==> src/rtl/lom_pkg.sv <==
`timescale 1ns / 1ps
package lom_pkg;

  localparam int QW = 20;
  localparam int TW = 16;
  localparam int PW = 24;
  localparam int SW = 32;
  localparam int XW = 6;
  localparam int AW = 9;

  localparam logic [1:0] KIND_TRADE   = 2'd0;
  localparam logic [1:0] KIND_RESTED  = 2'd1;
  localparam logic [1:0] KIND_FILLED  = 2'd2;
  localparam logic [1:0] KIND_DROPPED = 2'd3;

  typedef enum logic [3:0] {
    S_CLEAR, S_IDLE, S_RD_OPP, S_LD_OPP, S_SCAN, S_DECIDE,
    S_WB_OPP, S_RD_OWN, S_LD_OWN, S_FREE, S_STATUS
  } state_t;

  typedef struct packed {
    logic [AW-1:0] addr;
    logic          clr;
    logic          wb;
    logic          load_opp;
    logic          load_own;
    logic          sell;
    logic [SW-1:0] arrival_now;
    logic          fill;
    logic [XW-1:0] fill_idx;
    logic [QW-1:0] fill_qty;
    logic          rest;
    logic [XW-1:0] rest_idx;
    logic [QW-1:0] rest_qty;
    logic [TW-1:0] rest_trader;
    logic [PW-1:0] rest_price;
  } ctrl_t;

  typedef struct packed {
    logic          valid;
    logic [PW-1:0] price;
    logic [SW-1:0] age;
    logic [QW-1:0] qty;
    logic [TW-1:0] trader;
    logic [XW-1:0] idx;
  } cand_t;

  typedef struct packed {
    logic          found;
    logic [XW-1:0] idx;
  } free_t;

endpackage

==> src/rtl/lom_ram.sv <==
`timescale 1ns / 1ps
module lom_ram #(
  parameter int WIDTH = 8,
  parameter int DEPTH = 2
) (
  input  logic                     clk,
  input  logic                     we,
  input  logic [$clog2(DEPTH)-1:0] addr,
  input  logic [WIDTH-1:0]         wdata,
  output logic [WIDTH-1:0]         rdata
);
  logic [WIDTH-1:0] mem [DEPTH];

  always_ff @(posedge clk) begin
    if (we) begin
      mem[addr] <= wdata;
    end
    rdata <= mem[addr];
  end
endmodule

==> src/rtl/lom_cell.sv <==
`timescale 1ns / 1ps
module lom_cell #(
  parameter int IDX = 0,
  parameter int SLOTS = 32
) (
  input  logic           clk,
  input  lom_pkg::ctrl_t ctrl,
  input  lom_pkg::cand_t cand_in,
  input  lom_pkg::free_t free_in,
  output lom_pkg::cand_t cand_out,
  output lom_pkg::free_t free_out
);
  localparam int RAW = $clog2(SLOTS);
  localparam int WW = lom_pkg::QW + lom_pkg::TW + lom_pkg::PW + lom_pkg::SW;

  logic [lom_pkg::QW-1:0] qty;
  logic [lom_pkg::TW-1:0] trader;
  logic [lom_pkg::PW-1:0] price;
  logic [lom_pkg::SW-1:0] arrival;
  logic                   own_empty;

  logic                   we;
  logic [WW-1:0]          wdata;
  logic [WW-1:0]          rdata;
  logic [lom_pkg::SW-1:0] age;
  logic                   better;
  logic [lom_pkg::XW-1:0] my_idx;

  assign my_idx = lom_pkg::XW'(IDX);
  assign we = ctrl.clr | ctrl.wb | (ctrl.rest && ctrl.rest_idx == my_idx);

  always_comb begin
    if (ctrl.clr) begin
      wdata = '0;
    end else if (ctrl.rest) begin
      wdata = {ctrl.rest_qty, ctrl.rest_trader, ctrl.rest_price, ctrl.arrival_now};
    end else begin
      wdata = {qty, trader, price, arrival};
    end
  end

  lom_ram #(.WIDTH(WW), .DEPTH(SLOTS)) u_ram (
    .clk   (clk),
    .we    (we),
    .addr  (ctrl.addr[RAW-1:0]),
    .wdata (wdata),
    .rdata (rdata)
  );

  assign age = ctrl.arrival_now - arrival;

  always_comb begin
    if (qty == '0) begin
      better = 1'b0;
    end else if (!cand_in.valid) begin
      better = 1'b1;
    end else if (price != cand_in.price) begin
      better = ctrl.sell ? (price > cand_in.price) : (price < cand_in.price);
    end else begin
      better = age > cand_in.age;
    end
  end

  always_ff @(posedge clk) begin
    if (ctrl.load_opp) begin
      {qty, trader, price, arrival} <= rdata;
    end else if (ctrl.fill && ctrl.fill_idx == my_idx) begin
      qty <= qty - ctrl.fill_qty;
    end
    if (ctrl.load_own) begin
      own_empty <= (rdata[WW-1 -: lom_pkg::QW] == '0);
    end
    if (better) begin
      cand_out <= '{valid: 1'b1, price: price, age: age, qty: qty, trader: trader, idx: my_idx};
    end else begin
      cand_out <= cand_in;
    end
    if (free_in.found) begin
      free_out <= free_in;
    end else begin
      free_out <= '{found: own_empty, idx: my_idx};
    end
  end
endmodule

==> config.mk <==
export PLATFORM = sky130hd
export DESIGN_NAME = lom_cell
export DESIGN_NICKNAME = d
export VERILOG_FILES = /design/src/rtl/lom_pkg.sv /design/src/rtl/lom_ram.sv /design/src/rtl/lom_cell.sv
export SDC_FILE = /design/constraint.sdc
export NUM_CORES = 2
export LEC_CHECK = 0
export ABC_AREA = 1
export BUFFER_PORTS_ARGS = -buffer_cell sky130_fd_sc_hd__buf_2
export CAP_MARGIN = 10
export CELL_PAD_IN_SITES_DETAIL_PLACEMENT = 2
export CELL_PAD_IN_SITES_GLOBAL_PLACEMENT = 2
export CORE_ASPECT_RATIO = 1.1
export CORE_UTILIZATION = 25
export DETAILED_ROUTE_END_ITERATION = 7
export PLACE_DENSITY = 0.51
export SLEW_MARGIN = 15
export SYNTH_ARGS = -nofsm -noshare
export SYNTH_HDL_FRONTEND = slang
export SYNTH_SLANG_ARGS = --single-unit
export TNS_END_PERCENT = 100
==> constraint.sdc <==
create_clock -name clk -period 8.8 [get_ports clk]
set_input_delay 2.64 -clock clk [delete_from_list [all_inputs] [get_ports clk]]
set_output_delay 2.64 -clock clk [all_outputs]
set_load 0.02 [all_outputs]
# Word-level counts from Yosys, hierarchy flattened
# Memory sizes are Yosys's and may differ from the RTL's. A register that Yosys moved wholly into a read port is not among the register bits.
# Index checks and enable logic that the tools add are counted.
word_totals:
  regBits: 199
  ram_bits: 2944
  out_inout_bits: 106
  input_bits: 247
  elab_cells: 40
  memories: 1
mem_list:
  columns: ["memory", "words", "width", "read_ports", "rd_clocked_by_memory_dff", "write_ports", "line", "source"]
  rows:
  - ["u_ram.mem", 32, 92, 1, 1, 1, "lom_ram.sv:12", "logic [WIDTH-1:0] mem [DEPTH];"]
op_classes:
  magnitude_cmp: 3
  bitwise: 2
  add_sub_neg: 2
  reduce_logical: 7
  n_eq_ne: 1
  n_mux: 11
op_table:
  columns: ["operator", "n"]
  rows:
  - ["$mux 92", 2]
  - ["$mux 98", 1]
  - ["$logic_not 20->1", 2]
  - ["$mux 20", 2]
  - ["$gt 32x32->1", 1]
  - ["$sub 32x32->32", 1]
  - ["$gt 24x24->1", 1]
  - ["$lt 24x24->1", 1]
  - ["$ne 24x24->1", 1]
  - ["$sub 20x20->20", 1]
  - ["$logic_not 6->1", 2]
  - ["$mux 1", 6]
  - ["$logic_and 1x1->1", 2]
  - ["$or 1x1->1", 2]
  - ["$reduce_bool 2->1", 1]

# Depth between registers and ports, before layout
depth:
  word_depth: 6
  depth_mapped: 28
  ltp_nobuf: 26

# By module
# Synthesis repeated with hierarchy kept, for this count alone.
unflattened:
  hier_cells: 13372
  hier_area_um2: 135612.6
modules_own_cells:
  columns: ["module", "seq_area_each_um2", "cells_each", "n_inst", "area_each_um2"]
  rows:
  - ["lom_ram", 90246.6, 11667, 1, 123105.6]
  - ["lom_cell", 4914.7, 1705, 1, 12507.0]

# Worst setup path after synthesis
# No wires, ideal clock.
synth_path:
  path_type: "input to register"
  start: "input ctrl[131] in the netlist's numbering"
  end: "memory u_ram.mem[13][0] in the netlist's numbering, enable pin"
  setup_time_ps: 544
  arrival_time_ps: 7434
  n_path_buf: 3
  required_ps: 8256
  cell_stages: 7
  slack_ps: 822
  cell_sequence: "inv_1 > nor2_2 > buf_2 > buf_2 > buf_2 > nand2_1 > nor2_1"
synth_lines:
  columns: ["element", "line", "source"]
  rows:
  - ["start, declared", "lom_cell.sv:7", "input lom_pkg::ctrl_t ctrl,"]
  - ["end, declared", "lom_ram.sv:12", null]
# Straight into the memory's write port.

# Worst setup path in the final report
layout_path:
  start: "input ctrl[94] in the netlist's numbering"
  end: "register cand_out[73] in the netlist's numbering"
layout_between:
  elab_chain_cells: 6
layout_rtl:
  columns: ["element", "line", "source"]
  rows:
  - ["$sub 32x32->32 (*)", "lom_cell.sv:50", "assign age = ctrl.arrival_now - arrival;"]
  - ["$gt 32x32->1", "lom_cell.sv:60", "better = age > cand_in.age;"]
  - ["$mux 1", "lom_cell.sv:57", "end else if (price != cand_in.price) begin"]
  - ["$mux 1", "lom_cell.sv:55", "end else if (!cand_in.valid) begin"]
  - ["$mux 1", "lom_cell.sv:53", "if (qty == '0) begin"]
  - ["$mux 98 (*)", "lom_cell.sv:73", "if (better) begin"]
  - ["end signal, assigned", "lom_cell.sv:74", "cand_out <= '{valid: 1'b1, price: price, age: age, qty: qty, trader: trader, idx: my_idx};"]
  - ["end signal, assigned", "lom_cell.sv:76", "cand_out <= cand_in;"]
  - ["end, declared", "lom_cell.sv:10", "output lom_pkg::cand_t cand_out,"]
# Every way passes the cells marked *; elsewhere a longest branch is shown, timed or not.
# A chain may end at the register's enable or synchronous reset.

==> impl_metrics.json <==
{
  "yosysSeqAreaShare_pct": 78.5,
  "post_cts_buffers": 0,
  "synth_edf_count": 3037,
  "hp-class": "reg -> reg",
  "required_ns": 9.70,
  "avgSynthCellArea_um2": 15.5,
  "power.density_nw_per_um2": 243,
  "fin_crit_sh_pct": 79.2,
  "cts_made_buffers": 364,
  "nets": 8654,
  "grt-ovfl-total": 0,
  "tritoncts": "done",
  "async_reset_ff_share_pct": 0,
  "place_area_um2": 133000,
  "dp_hpwl_mm": 249,
  "route.detailed.drc": 0,
  "finalClockSkew_ns": 0.0631,
  "slew-limit-headroom_pct": 21.1,
  "seqCellArea_um2": 95200,
  "dieArea_um2": 488000,
  "leakage_nw": 47.4,
  "netlist_area_um2": 121000,
  "final_cell_mix": "edfxtp_1, a22oi_1, nand2_1",
  "peakVddDrop_mv": 0.148,
  "final_cells": 15086,
  "cts_buffer_depth": 4,
  "portBuffers": 348,
  "crit_family": "simple AND/OR/NAND/NOR gates",
  "setup_viol": 0,
  "rsz0062_at_grt": "false",
  "syn_nets": 8171,
  "worst_setup_path_start_kind": "input pin",
  "antenna_found_initial": 46,
  "hold_buffers": 0,
  "synthFlopType": "edfxtp_1",
  "crit_type": "in -> reg",
  "worst_pin_slew_ns": 1.18,
  "drv_slew": 0,
  "ys_ff_latch": 3235,
  "grtUsageTotal_pct": 18.6,
  "top_level_ports": 353,
  "hold-path-endpoint": "price[6]$_DFFE_PP_",
  "clock_latency_ns": 1.00,
  "r2r_setup_slack_ns": 3.15,
  "r2r_cells": 21,
  "drt-total-wl_mm": 470,
  "worstHoldStart": "u_ram.rdata[38]$_DFF_P_",
  "slowest_delay_ns": 0.72,
  "multi_input_area_um2": 24500,
  "slowest_stage": "buf_4",
  "total_power_mw": 35.2,
  "grt_pass1_vias": 81842,
  "cp-end-kind": "flip-flop",
  "mostFrequentLayoutCell": "edfxtp_1",
  "dpl.cell_count": 14379,
  "num_rows": 267,
  "ctsResizeCount": 0,
  "ys_warn_count": 0,
  "r2r-end": "cand_out[73]$_DFF_P_",
  "cap_violations": 0,
  "finalSetupTns_ns": 0,
  "crit_arrival_ns": 7.87,
  "fillers": 49803,
  "syn_inst": 7816,
  "crit_fanout": 44,
  "avgRoutedWirePerCell_um": 31.2,
  "start_util_pct": 25.2,
  "antenna_left": 0,
  "htree_levels": 5,
  "first_pass_iters": 8,
  "final_layout_size_suffix_gt1_share_pct": 14.8,
  "cts.sinks": 3235,
  "die_w_um": 666,
  "clk_pin_slew_ns": 0.06,
  "yosysUniqueCellTypes": 37,
  "hold_viol": 0,
  "rr_startpoint": "arrival[20]$_DFFE_PP_",
  "worstHoldPathCells": 0,
  "grt_pass1_wl_mm": 648,
  "cts_root_buffer": "clkbuf_16",
  "drtIter0Drc": 5793,
  "core_area_um2": 482000,
  "crit_buf_inv": 4,
  "outcome": "completed",
  "die_y_um": 732,
  "fmax_mhz": 144,
  "area_growth_pct": 19.4,
  "grt_max_degree": 123,
  "crit_path_frequent_cell": "nand2_1",
  "fin_crit_ns": 6.97,
  "vias": 75673,
  "gp_congestion": 0.777,
  "fin_area_um2": 145000,
  "vias_per_cell": 5.02
}
-- layout make-up --
type | count | area share, %
sequential | 3235 | 65.7
multi-input combinational | 3878 | 16.9
clock buffer | 534 | 7.06
tap | 6456 | 5.58
timing repair buffer | 583 | 3.05
clock inverter | 141 | 1.00
inverter | 237 | 0.640
antenna | 22 | 0.0380
-- per-layer routing --
metal	share of wire, %	up-vias	wire length [um]	GRT usage, %
met2	49	1936	232000	32.3
met3	4.6	580	21400	2.30
met4	2.4	32	11300	4.45
met5	0.046	-	214	0
li1	-	31874	-	-
met1	44	41251	205000	24.6
-- logic make-up (layout without fill, tap and decap cells) --
group | after synthesis | count (layout) | share of synthesized area (%)
AO/OA/AOI/OAI | 2370 | 2370 | 12.9
XOR/XNOR | 24 | 24 | 0.173
adder cells (fa/ha/maj) | 108 | 108 | 1.13
buffers and inverters | 703 | 1495 | 2.27
flip-flops | 3235 | 3235 | 78.5
other | 0 | 22 | 0
AND/OR/NAND/NOR | 1376 | 1376 | 5.01
-- worst max path at each step --
stage	startpoint	endpoint	cells after the start
floorplan	ctrl[131]	u_ram.mem[13][0]$_DFFE_PP_	7
global placement	ctrl[94]	cand_out[45]$_DFF_P_	26
detailed placement	ctrl[94]	cand_out[73]$_DFF_P_	26
CTS	ctrl[94]	cand_out[73]$_DFF_P_	26
global route	ctrl[94]	cand_out[73]$_DFF_P_	26
finish	ctrl[94]	cand_out[73]$_DFF_P_	26
-- cells in the mapped netlist (3+ instances only) --
cell      count  area share (%)
a211oi_1     35            0.22
a21boi_0      7           0.043
a21o_1        8           0.050
a21oi_1     786             3.2
a22oi_1    1472             9.1
a31oi_1       4           0.021
buf_1        43            0.13
buf_2        59            0.24
buf_4        11           0.068
clkbuf_1    353             1.1
dfxtp_1     198             3.3
edfxtp_1   3037              75
ha_1        106             1.1
inv_1       232            0.72
inv_2         4           0.012
nand2_1     776             2.4
nand3_1     148            0.61
nand3b_1      4           0.025
nand4_1      64            0.33
nor2_1      155            0.48
nor3_1       22           0.091
nor4_1      149            0.77
o21a_1        3           0.019
o21ai_0      49            0.20
o21bai_1      4           0.025
or2_2        51            0.26
xnor2_1       5           0.036
xor2_1       19            0.14
-- power breakdown --
group | internal (mW) | switching, mW
Sequential | 17.3 | 0.211
Clock | 8.59 | 6.43
Combinational | 0.697 | 1.97
-- registers in the layout, indices dropped and copies added (netlist names) --
register / count
own_empty: 1
arrival: 32
free_out: 7
cand_out: 99
u_ram.rdata: 92
u_ram.mem: 2944
trader: 16
price: 24
qty: 20
-- stage by stage --
step / setup WS (ns) / hold slack, ns / utilization, %
final: 1.83 / 0.385 / 30.1
after global routing: 1.52 / 0.383 / 30.0
after CTS: 1.84 / 0.389 / 30.0
after detailed placement: 0.779 / 0.391 / 27.5
after global placement: 0.757 / 0.386 / 27.5
after floorplan: 0.822 / 0.386 / -
No activity file was read; power rests on OpenSTA's default activity.
